[config.mk]
export PLATFORM = sky130hd
export DESIGN_NAME = fat_short_name_formatter_top
export DESIGN_NICKNAME = d
export VERILOG_FILES = /design/src/rtl/fsnf_pkg.sv /design/src/rtl/fat_short_name_formatter_top.sv
export SDC_FILE = /design/constraint.sdc
export NUM_CORES = 1
export LEC_CHECK = 0
export BUFFER_PORTS_ARGS = -buffer_cell sky130_fd_sc_hd__clkbuf_2
export CELL_PAD_IN_SITES_DETAIL_PLACEMENT = 1
export CELL_PAD_IN_SITES_GLOBAL_PLACEMENT = 1
export CORE_ASPECT_RATIO = 1.75
export CORE_MARGIN = 1.5
export CORE_UTILIZATION = 51
export DETAILED_ROUTE_END_ITERATION = 7
export PLACE_DENSITY_LB_ADDON = 0.1
export SLEW_MARGIN = 10
export SYNTH_ARGS = -nofsm -noshare
export SYNTH_HDL_FRONTEND = slang
export SYNTH_SLANG_ARGS = --single-unit
[constraint.sdc]
create_clock -name i_clk -period 10.6 [get_ports i_clk]
set_clock_uncertainty 0.05 [all_clocks]
set_input_delay 1.06 -clock i_clk [delete_from_list [all_inputs] [get_ports i_clk]]
set_output_delay 1.06 -clock i_clk [all_outputs]
set_load 0.05 [all_outputs]
[src/rtl/fsnf_pkg.sv]
package fsnf_pkg;

    localparam int unsigned PK_LEN      = 11;
    localparam int unsigned PK_NAME_LEN = 8;
    localparam int unsigned PK_EXT_LEN  = 3;

    localparam logic [7:0] CH_NUL   = 8'd0;
    localparam logic [7:0] CH_SPACE = 8'd32;
    localparam logic [7:0] CH_DOT   = 8'd46;
    localparam logic [7:0] CH_LOW_A = 8'd97;
    localparam logic [7:0] CH_LOW_Z = 8'd122;
    localparam logic [7:0] CASE_GAP = 8'd32;

    localparam logic [3:0] IDX_LAST = 4'(PK_LEN - 1);

    typedef logic [7:0] t_store [PK_LEN];

    typedef enum logic [1:0] {
        PH_NAME = 2'd0,
        PH_EXT  = 2'd1,
        PH_DONE = 2'd2
    } t_phase;

    function automatic logic [7:0] to_upper(input logic [7:0] c);
        logic [7:0] r;
        r = c;
        if (c >= CH_LOW_A && c <= CH_LOW_Z) begin
            r = c - CASE_GAP;
        end
        return r;
    endfunction

endpackage

[src/rtl/fat_short_name_formatter_top.sv]
// Packs a file name, streamed in one character per beat, into the 11-byte
// 8.3 short-name form: eight name bytes, then three extension bytes, all
// space padded and with a to z turned to upper case. A NUL character or the
// beat marked by tlast ends the name; the tlast beat's own character is
// taken first, and then the 11 bytes leave on the master side in order,
// byte 0 first, with tlast on byte 10. Input beats are taken one per cycle
// while s_tready is high: the character goes straight into a working store,
// and on a tlast beat the finished store is copied into an output shift
// register, or into a single waiting buffer when that register is still
// emitting. s_tready drops only while a finished name is waiting in that
// buffer, so the next name can be received while the previous one is still
// leaving on the master side.
module fat_short_name_formatter_top (
    input  logic        i_clk,
    input  logic        i_rst_n,
    // Slave side: tdata = name_char[7:0]; tlast = final_char.
    input  logic        i_s_tvalid,
    output logic        o_s_tready,
    input  logic [7:0]  i_s_tdata,
    input  logic        i_s_tlast,
    // Master side: tdata = packed_byte[7:0], byte_index[11:8], zeros[15:12];
    // tlast = last_byte.
    output logic        o_m_tvalid,
    input  logic        i_m_tready,
    output logic [15:0] o_m_tdata,
    output logic        o_m_tlast
);

    // Working store for the name being received.
    fsnf_pkg::t_store  r_store;
    logic [3:0]        r_pos;
    logic [1:0]        r_ext;
    fsnf_pkg::t_phase  r_phase;

    // Output shift register and its waiting buffer.
    fsnf_pkg::t_store  r_emit;
    logic [3:0]        r_idx;
    logic              r_emit_valid;
    fsnf_pkg::t_store  r_pend;
    logic              r_pend_valid;

    fsnf_pkg::t_store  taken_store;
    logic [3:0]        taken_pos;
    logic [1:0]        taken_ext;
    fsnf_pkg::t_phase  taken_phase;
    logic [7:0]        up_char;

    logic              in_beat;
    logic              fin_beat;
    logic              out_beat;
    logic              emit_done;

    assign in_beat   = i_s_tvalid && o_s_tready;
    assign fin_beat  = in_beat && i_s_tlast;
    assign out_beat  = r_emit_valid && i_m_tready;
    assign emit_done = out_beat && (r_idx == fsnf_pkg::IDX_LAST);

    // Input is taken only while the waiting buffer is empty, so a finished
    // name always has a free slot to go to.
    assign o_s_tready = !r_pend_valid;

    assign up_char = fsnf_pkg::to_upper(i_s_tdata);

    // One character applied to the working store.
    always_comb begin
        taken_store = r_store;
        taken_pos   = r_pos;
        taken_ext   = r_ext;
        taken_phase = r_phase;
        unique case (r_phase)
            fsnf_pkg::PH_NAME: begin
                if (i_s_tdata == fsnf_pkg::CH_NUL) begin
                    taken_phase = fsnf_pkg::PH_DONE;
                end else if (i_s_tdata == fsnf_pkg::CH_DOT) begin
                    taken_phase = fsnf_pkg::PH_EXT;
                    taken_ext   = 2'd0;
                end else if (r_pos < 4'(fsnf_pkg::PK_NAME_LEN)) begin
                    taken_store[r_pos] = up_char;
                    taken_pos          = r_pos + 4'd1;
                end else begin
                    // Ninth character is no dot: it opens the extension.
                    taken_store[4'(fsnf_pkg::PK_NAME_LEN)] = up_char;
                    taken_ext   = 2'd1;
                    taken_phase = fsnf_pkg::PH_EXT;
                end
            end
            fsnf_pkg::PH_EXT: begin
                if (i_s_tdata == fsnf_pkg::CH_NUL) begin
                    taken_phase = fsnf_pkg::PH_DONE;
                end else if (r_ext < 2'(fsnf_pkg::PK_EXT_LEN)) begin
                    taken_store[4'(fsnf_pkg::PK_NAME_LEN) + {2'b00, r_ext}] = up_char;
                    taken_ext = r_ext + 2'd1;
                    if (r_ext + 2'd1 >= 2'(fsnf_pkg::PK_EXT_LEN)) begin
                        taken_phase = fsnf_pkg::PH_DONE;
                    end
                end else begin
                    taken_phase = fsnf_pkg::PH_DONE;
                end
            end
            default: begin
                // Ended: characters are ignored until the last beat.
            end
        endcase
    end

    always_ff @(posedge i_clk) begin
        if (!i_rst_n) begin
            for (int k = 0; k < fsnf_pkg::PK_LEN; k++) begin
                r_store[k] <= fsnf_pkg::CH_SPACE;
            end
            r_pos   <= 4'd0;
            r_ext   <= 2'd0;
            r_phase <= fsnf_pkg::PH_NAME;
        end else if (in_beat) begin
            if (i_s_tlast) begin
                for (int k = 0; k < fsnf_pkg::PK_LEN; k++) begin
                    r_store[k] <= fsnf_pkg::CH_SPACE;
                end
                r_pos   <= 4'd0;
                r_ext   <= 2'd0;
                r_phase <= fsnf_pkg::PH_NAME;
            end else begin
                r_store <= taken_store;
                r_pos   <= taken_pos;
                r_ext   <= taken_ext;
                r_phase <= taken_phase;
            end
        end
    end

    // Emitter: load from the waiting buffer first, else from a finished name
    // arriving now; otherwise shift one byte out per beat.
    always_ff @(posedge i_clk) begin
        if (!i_rst_n) begin
            r_emit_valid <= 1'b0;
            r_pend_valid <= 1'b0;
            r_idx        <= 4'd0;
        end else begin
            if (!r_emit_valid || emit_done) begin
                if (r_pend_valid) begin
                    r_emit       <= r_pend;
                    r_idx        <= 4'd0;
                    r_emit_valid <= 1'b1;
                    r_pend_valid <= 1'b0;
                end else if (fin_beat) begin
                    r_emit       <= taken_store;
                    r_idx        <= 4'd0;
                    r_emit_valid <= 1'b1;
                end else begin
                    r_emit_valid <= 1'b0;
                end
            end else begin
                if (out_beat) begin
                    for (int k = 0; k < fsnf_pkg::PK_LEN - 1; k++) begin
                        r_emit[k] <= r_emit[k + 1];
                    end
                    r_idx <= r_idx + 4'd1;
                end
                if (fin_beat) begin
                    r_pend       <= taken_store;
                    r_pend_valid <= 1'b1;
                end
            end
        end
    end

    assign o_m_tvalid = r_emit_valid;
    assign o_m_tdata  = {4'b0000, r_idx, r_emit[0]};
    assign o_m_tlast  = (r_idx == fsnf_pkg::IDX_LAST);

endmodule
# Word level (Yosys, flattened, before mapping)
# Index checks and enable logic that the tools add are counted.
# word_totals
ff_bits	278
in_bits	13
output_inout_bits	19
elab_cells	139
# op_classes
n_addsub	5
magnitude_cmp	9
n_eq_ne	12
muxes	45
n_bitwise	4
reduce_logical	25
# ops
operator	count
$mux 88	7
$bwmux 88	2
$pmux 88 s2	1
$mux 80	2
$demux 8 s4	2
$mux 64	1
$mux 4	9
$mux 8	4
$mux 2	12
$mux 16	1
$ne 3x3->1 const B	4
$ge 5x5->1 const B	2
$lt 5x1->1 const B	2
$ne 5x5->1 const B	2
$not 4->5	2
$reduce_and 3->1	3
$add 4x1->4 const B	2
$eq 8x6->1 const B	1
$ge 8x7->1 const B	1
$le 8x7->1 const B	1
$logic_not 8->1	1
$pmux 2 s2	2
$reduce_bool 2->1	4
$sub 8x6->8 const B	1
21 further kinds	31

# Longest topological paths before layout
# Gate-level depths: netlist of the first run.
# logic_depth
ltp_word	13
depth_mapped	10
mapped_depth_nobuf	8

# Least setup slack after synthesis of the first run
# Ideal clock, no wire load.
# synth_timing
kind	input -> register
from	in i_m_tready
to	reg r_pend[0] in the netlist's numbering, enable pin
setup_time_ps	642
t_arrival_ps	7687
t_required_ps	9908
setup_slack_ps	2221
cell_stages	5
path_buffers	2
cell_sequence	inv_1 -> o21ai_0 -> clkbuf_1 -> clkbuf_1 -> nor3_1
# synth_between
elab_chain_cells	5
# synth_lines
element	line_no	text
start, declared	fat_short_name_formatter_top.sv:24	input logic i_m_tready,
$logic_and 1x1->1	fat_short_name_formatter_top.sv:55	assign out_beat = r_emit_valid && i_m_tready;
$logic_and 1x1->1	fat_short_name_formatter_top.sv:56	assign emit_done = out_beat && (r_idx == fsnf_pkg::IDX_LAST);
$logic_or 1x1->1	fat_short_name_formatter_top.sv:139	if (!r_emit_valid || emit_done) begin
$not 1->1 (no source line)	n/a	
$reduce_and 3->1 (no source line)	n/a	
end signal, assigned	fat_short_name_formatter_top.sv:160	r_pend <= taken_store;
end, declared	fat_short_name_formatter_top.sv:39	fsnf_pkg::t_store r_pend;
# No other way between the ends.
# A chain may end at the register's enable or synchronous reset.

# Final worst setup path of the first run
# layout_timing
from	reg r_pend_valid
to	out o_s_tready
# layout_between
elab_chain_cells	1
# layout_lines
element	line_no	text
start, declared	fat_short_name_formatter_top.sv:40	logic r_pend_valid;
start signal, assigned	fat_short_name_formatter_top.sv:136	r_pend_valid <= 1'b0;
start signal, assigned	fat_short_name_formatter_top.sv:144	r_pend_valid <= 1'b0;
start signal, assigned	fat_short_name_formatter_top.sv:161	r_pend_valid <= 1'b1;
$logic_not 1->1	fat_short_name_formatter_top.sv:60	assign o_s_tready = !r_pend_valid;
end, declared	fat_short_name_formatter_top.sv:18	output logic o_s_tready,
# No other way between the ends.

==> results of run 1 <==
sequential cells by signal, summed over array words and instances (netlist names):
| signal | flops |
|---|---|
| r_ext | 2 |
| r_idx | 4 |
| r_pend_valid | 1 |
| r_store | 88 |
| r_emit | 80 |
| o_m_tdata | 8 |
| o_m_tvalid | 1 |
| r_pos | 4 |
| r_pend | 88 |
| r_phase | 2 |
how the worst min path moves through the flow:
stage / to / cells after the start
2_1_floorplan: r_store[10]$_SDFFE_PN0P_ / 2
3_3_place_gp: r_store[10]$_SDFFE_PN0P_ / 2
3_5_place_dp: r_store[10]$_SDFFE_PN0P_ / 2
4_1_cts: r_store[10]$_SDFFE_PN0P_ / 2
5_1_grt: r_store[10]$_SDFFE_PN0P_ / 2
6_report: r_store[12]$_SDFFE_PN0P_ / 2
logic make-up (layout without fill, tap and decap cells):
kind of cell | Yosys count | after routing | synth area share, %
fa+ha+maj | 12 | 12 | 1.20
other cells | 1 | 4 | 0.0300
buf+inv | 121 | 124 | 4.53
flops | 278 | 278 | 58.7
compound gates | 276 | 276 | 16.6
mux | 75 | 75 | 7.07
simple gates | 289 | 289 | 11.8
layer usage:
layer | share of wire [%] | up-vias | track usage, %
met3 | 2.9 | 66 | 2.41
li1 | - | 3961 | -
met2 | 54 | 190 | 52.3
met1 | 40 | 4499 | 34.5
met5 | 0 | - | 0
met4 | 3.7 | 0 | 11.5
where the power goes:
part	internal, mW	leakage (nW)	switching, mW	total [mW]
combinational	0.0520	1.93	0.133	0.185
clock	0.532	0.412	0.411	0.943
sequential	1.18	2.41	0.0115	1.19
metrics by stage:
stage	std cells	setup WS, ns	hold WS [ns]	area, um^2	power [mW]
global route	1366	6.53	0.441	13600	2.39
detailed placement	1318	6.63	0.392	12700	1.40
floorplan	1055	2.22	0.375	12500	1.34
global placement	1318	6.69	0.383	12700	1.40
CTS	1366	6.61	0.407	13600	2.34
finish	1366	6.62	0.408	13600	2.32
cell usage after synthesis (7+ instances only):
library cell	n
a21oi_1	26
a22o_1	42
a2bb2oi_1	7
a31oi_1	24
buf_4	14
buf_6	7
clkbuf_1	65
dfxtp_1	102
edfxtp_1	176
ha_1	12
inv_1	29
mux2_2	42
mux2_4	16
mux2i_1	17
nand2_1	113
nand3_1	23
nor2_1	37
o21ai_0	56
o21ai_1	7
o221a_1	12
o221a_2	28
o22ai_1	17
or3_1	70
area by class of cell:
class,count,area share [%]
clock buffers,39,5.45
clock inverters,9,0.719
inverters,30,0.829
multi-input cells,656,34.2
flip-flops and latches,278,53.9
well taps,308,2.84
repair buffers,46,2.05
worst max-delay path, delay by kind of cell (launching register included):
kind,cells,cell delay [ns]
buffers and inverters,3,1.70
flip-flops,1,0.60
==> results_dict.tcl, run 1 <==
set metrics [dict create \
    grt_overflow 0 \
    timing.slew.headroom_pct 29.3 \
    clock-sinks 278 \
    yosysSeqAreaShare_pct 58.7 \
    fin_crit_sh_pct 37.5 \
    start_kind "register" \
    drt-total-wl_um 35400 \
    num_rows 75 \
    finalSetupTns_ns 0 \
    grt_pass1_wl_um 55300 \
    synthCells 1052 \
    grt_pass1_vias 9422 \
    core-area_um2 24000 \
    maxCapViolCount 0 \
    first_pass_iters 5 \
    worst_pin_slew_ns 1.05 \
    drive_gt1_share_pct 18.3 \
    port_buffers 27 \
    synth_seq_cells 278 \
    dieWidth_um 121 \
    multiInputGateArea_um2 4640 \
    start_util_pct 52.0 \
    path_class "register to output pin" \
    post_cts_buffers 0 \
    synth_area_um2 12500 \
    fmax_mhz 251 \
    powerDensity_nw_per_um2 171 \
    peakVddDrop_mv 0.120 \
    ios 32 \
    ctsResizeCount 0 \
    dr_total_vias 8716 \
    p_leak_nw 4.76 \
    r2r-start "r_pend_valid$_SDFFE_PP0P_" \
    r2r_slack_ns 7.29 \
    viasPerCell 6.38 \
    clkLatencyLatePin_ns 0.54 \
    clkTransAtPathRegs_ns 0.06 \
    fill_cells 2501 \
    yosys_warnings 0 \
    nets 1063 \
    synthArstFlopShare_pct 0 \
    cts_made_buffers 26 \
    drtIter0Drc 685 \
    end_kind "output pin" \
    cp.required_ns 9.49 \
    htree_levels 1 \
    final_util_pct 56.5 \
    insertedDiodeCount 0 \
    hold_path.class "register to register" \
    crit_end "o_s_tready" \
    crit_chain "inv_2 -> buf_4 -> clkbuf_2" \
    yosys-top-cells-area "edfxtp_1 (42%), dfxtp_1 (16%), mux2_2 (3.8%)" \
    synth_top_area_share_pct 42.3 \
    drv_slew 0 \
    ant_nets 0 \
    arrival_ns 2.87 \
    clockBufferDepth 3 \
    final_cell_mix "edfxtp_1 (176), nand2_1 (112), dfxtp_1 (102)" \
    reg2reg_to "r_emit[18]$_DFFE_PP_" \
    r2r_cells 5 \
    report.final.hold_viol_count 0 \
    status "finished, final reports clean" \
    ys.flop_type "edfxtp_1" \
    holdBufCountCts 0 \
    grt_max_degree 87 \
    synth_area_per_cell_um2 11.9 \
    dieHeight_um 210 \
    track_usage_pct 28.6 \
    critPathMaxStageDelay_ns 0.78 \
    clockRootBuffer "clkbuf_16" \
    area_growth_pct 8.78 \
    wire_per_inst_um 25.9 \
    crit_slowest_cell "inv_2" \
    cts_tree "done" \
    setup_viol 0 \
    gp_congestion 0.847 \
    synth_cell_types 65 \
    min_period_ns 3.98 \
    crit_fanout 41 \
    hp-start "r_store[12]$_SDFFE_PN0P_" \
    seq_area_um2 7330 \
    die-area_um2 25500 \
    antenna_found_initial 0 \
    synth_edf_count 176 \
    rsz0062_at_grt "no" \
    final_common_cell "edfxtp_1" \
    drc 0 \
    crit_start "r_pend_valid$_SDFFE_PP0P_" \
    dp.final_hpwl_um 21800 \
    yosysTopAreaCell "edfxtp_1" \
]
No activity file was read; power rests on OpenSTA's default activity.
==> inputs of run 2 (changes only) <==
Settings changed: CORE_UTILIZATION 51 to 46.
Clock period 10.6 ns to 3.2 ns, I/O delays scaled along.
==> run 2 against run 1 <==
Effect of this change:
- total power rose to 3.3 times the previous value
- global-route usage down 3.5 points
- via count down 0.84%
- sequential cell count unchanged
- clock power rose to 3.3 times the previous value
- register-to-register slack worse by 6.8 ns
- first-iteration DRC count down 45%
- critical endpoint is now r_emit[74]$_DFFE_PP_
==> results_dict.tcl, run 2 (synthesis gave the netlist of run 1 again) <==
set metrics [dict create \
    grt_pass1_vias 9195 \
    crit_start "r_phase[1]$_SDFFE_PN0P_" \
    final_common_cell "edfxtp_1" \
    grt_max_degree 69 \
    whs_endpoint "r_store[0]$_SDFFE_PN0P_" \
    drive_gt1_share_pct 20.9 \
    wire_per_inst_um 24.9 \
    antenna_found_initial 1 \
    fin_crit_sh_pct 84.5 \
    nets 1088 \
    critPathMaxStageDelay_ns 0.56 \
    r2r_slack_ns 0.49 \
    clkTransAtPathRegs_ns 0.07 \
    finalWorstSetupSlack_ns 0.495 \
    clkLatencyLatePin_ns 0.55 \
    cts_made_buffers 27 \
    min_period_ns 2.71 \
    crit_slowest_cell "and2_1" \
    crit_chain "or3_1 -> nor3b_1 -> and2_1 -> mux2_4 -> o221a_1" \
    status "finished, final reports clean" \
    crit_fanout 10 \
    reg2reg_to "r_emit[74]$_DFFE_PP_" \
    core-area_um2 26700 \
    post_cts_buffers 0 \
    gp_congestion 0.819 \
    start_kind "register" \
    holdBufCountCts 0 \
    p_leak_nw 4.91 \
    ios 32 \
    hp-start "i_s_tdata[0]" \
    r2r_cells 5 \
    grt_overflow 0 \
    drv_slew 0 \
    clockBufferDepth 3 \
    rsz0062_at_grt "no" \
    peakVddDrop_mv 0.423 \
    path_class "register to register" \
    end_kind "register" \
    fill_cells 2751 \
    dp.final_hpwl_um 22600 \
    powerDensity_nw_per_um2 557 \
    timing.slew.headroom_pct 42.2 \
    clock-sinks 278 \
    seq_area_um2 7330 \
    cts_tree "done" \
    r2r-start "r_phase[1]$_SDFFE_PN0P_" \
    hold_path.class "primary input to register" \
    arrival_ns 2.95 \
    drt-total-wl_um 35100 \
    dieWidth_um 128 \
    drtIter0Drc 378 \
    track_usage_pct 25.1 \
    cp.required_ns 3.45 \
    die-area_um2 28200 \
    clockRootBuffer "clkbuf_16" \
    p_total_mw 7.74 \
    num_rows 79 \
    multiInputGateArea_um2 4650 \
    dp_slack_ns 0.380 \
    viasPerCell 6.14 \
    worst_pin_slew_ns 0.867 \
    maxCapViolCount 0 \
    first_pass_iters 5 \
    fmax_mhz 370 \
    reg_top3 "r_pend: 88 flops, r_store: 88 flops, r_emit: 80 flops" \
    ant_nets 0 \
    min_delay_path_depth 3 \
    grt_pass1_wl_um 54200 \
    htree_levels 1 \
    ctsResizeCount 0 \
    drc 0 \
    final_cell_mix "edfxtp_1 (176), nand2_1 (112), dfxtp_1 (99)" \
    dieHeight_um 221 \
    port_buffers 27 \
    setup_viol 0 \
    dr_total_vias 8643 \
    start_util_pct 46.8 \
    area_growth_pct 11.3 \
    report.final.hold_viol_count 0 \
]
-- run 2: cell count changes in the layout (fill, tap and decap cells not counted), moves of 2 or more --
cell / before / now
clkbuf_8: 2 / 6
clkinvlp_4: 0 / 2
clkbuf_1: 10 / 7
bufinv_16: 2 / 0
buf_12: 0 / 7
buf_4: 19 / 36
dfxtp_2: 0 / 2
dfxtp_1: 102 / 99
-- run 2: how the worst max path moves through the flow --
stage,endpoint,depth (start not counted)
3_3_place_gp,r_emit[36]$_DFFE_PP_,7
4_1_cts,r_emit[75]$_DFFE_PP_,5
5_1_grt,r_emit[74]$_DFFE_PP_,5
6_report,r_emit[74]$_DFFE_PP_,5
3_5_place_dp,r_emit[36]$_DFFE_PP_,7
2_1_floorplan,r_pend[0]$_DFFE_PP_,7
-- run 2: through the flow --
stage	TNS [ns]	cells	utilization, %	hold slack [ns]	cell area (um^2)
global placement	0	1358	48.9	0.384	13000
global route	0	1407	52.1	0.0670	13900
finish	0	1408	52.1	0.0510	13900
detailed placement	0	1358	48.9	0.399	13000
floorplan	-50.96	1055	-	0.375	12500
CTS	0	1407	52.1	0.0347	13900
-- run 2: power by group --
group	internal [mW]	switching (mW)	leakage [nW]
clock	1.74	1.40	0.418
combinational	0.203	0.437	2.07
sequential	3.92	0.0374	2.42
-- run 2: area by class of cell --
cell class | instances | area share, %
flip-flops and latches | 278 | 52.7
multi-input cells | 656 | 33.4
clock buffers | 41 | 5.82
repair buffers | 70 | 3.92
well taps | 324 | 2.92
inverters | 30 | 0.810
clock inverters | 8 | 0.342
diodes | 1 | 0.0180
-- run 2: worst max-delay path: cells and delay by family (launching register included) --
family	cells	cell delay [ns]
compound gates	1	0.21
flops	1	0.41
simple gates	3	1.43
mux	1	0.35
-- run 2: per-layer routing --
| layer | up-vias | share of wire [%] | global-route usage, % |
|---|---|---|---|
| met4 | 0 | 3.3 | 9.24 |
| met2 | 157 | 54 | 46.2 |
| met1 | 4408 | 40 | 29.7 |
| li1 | 4020 | - | - |
| met3 | 58 | 3.4 | 2.90 |
| met5 | - | 0 | 0 |
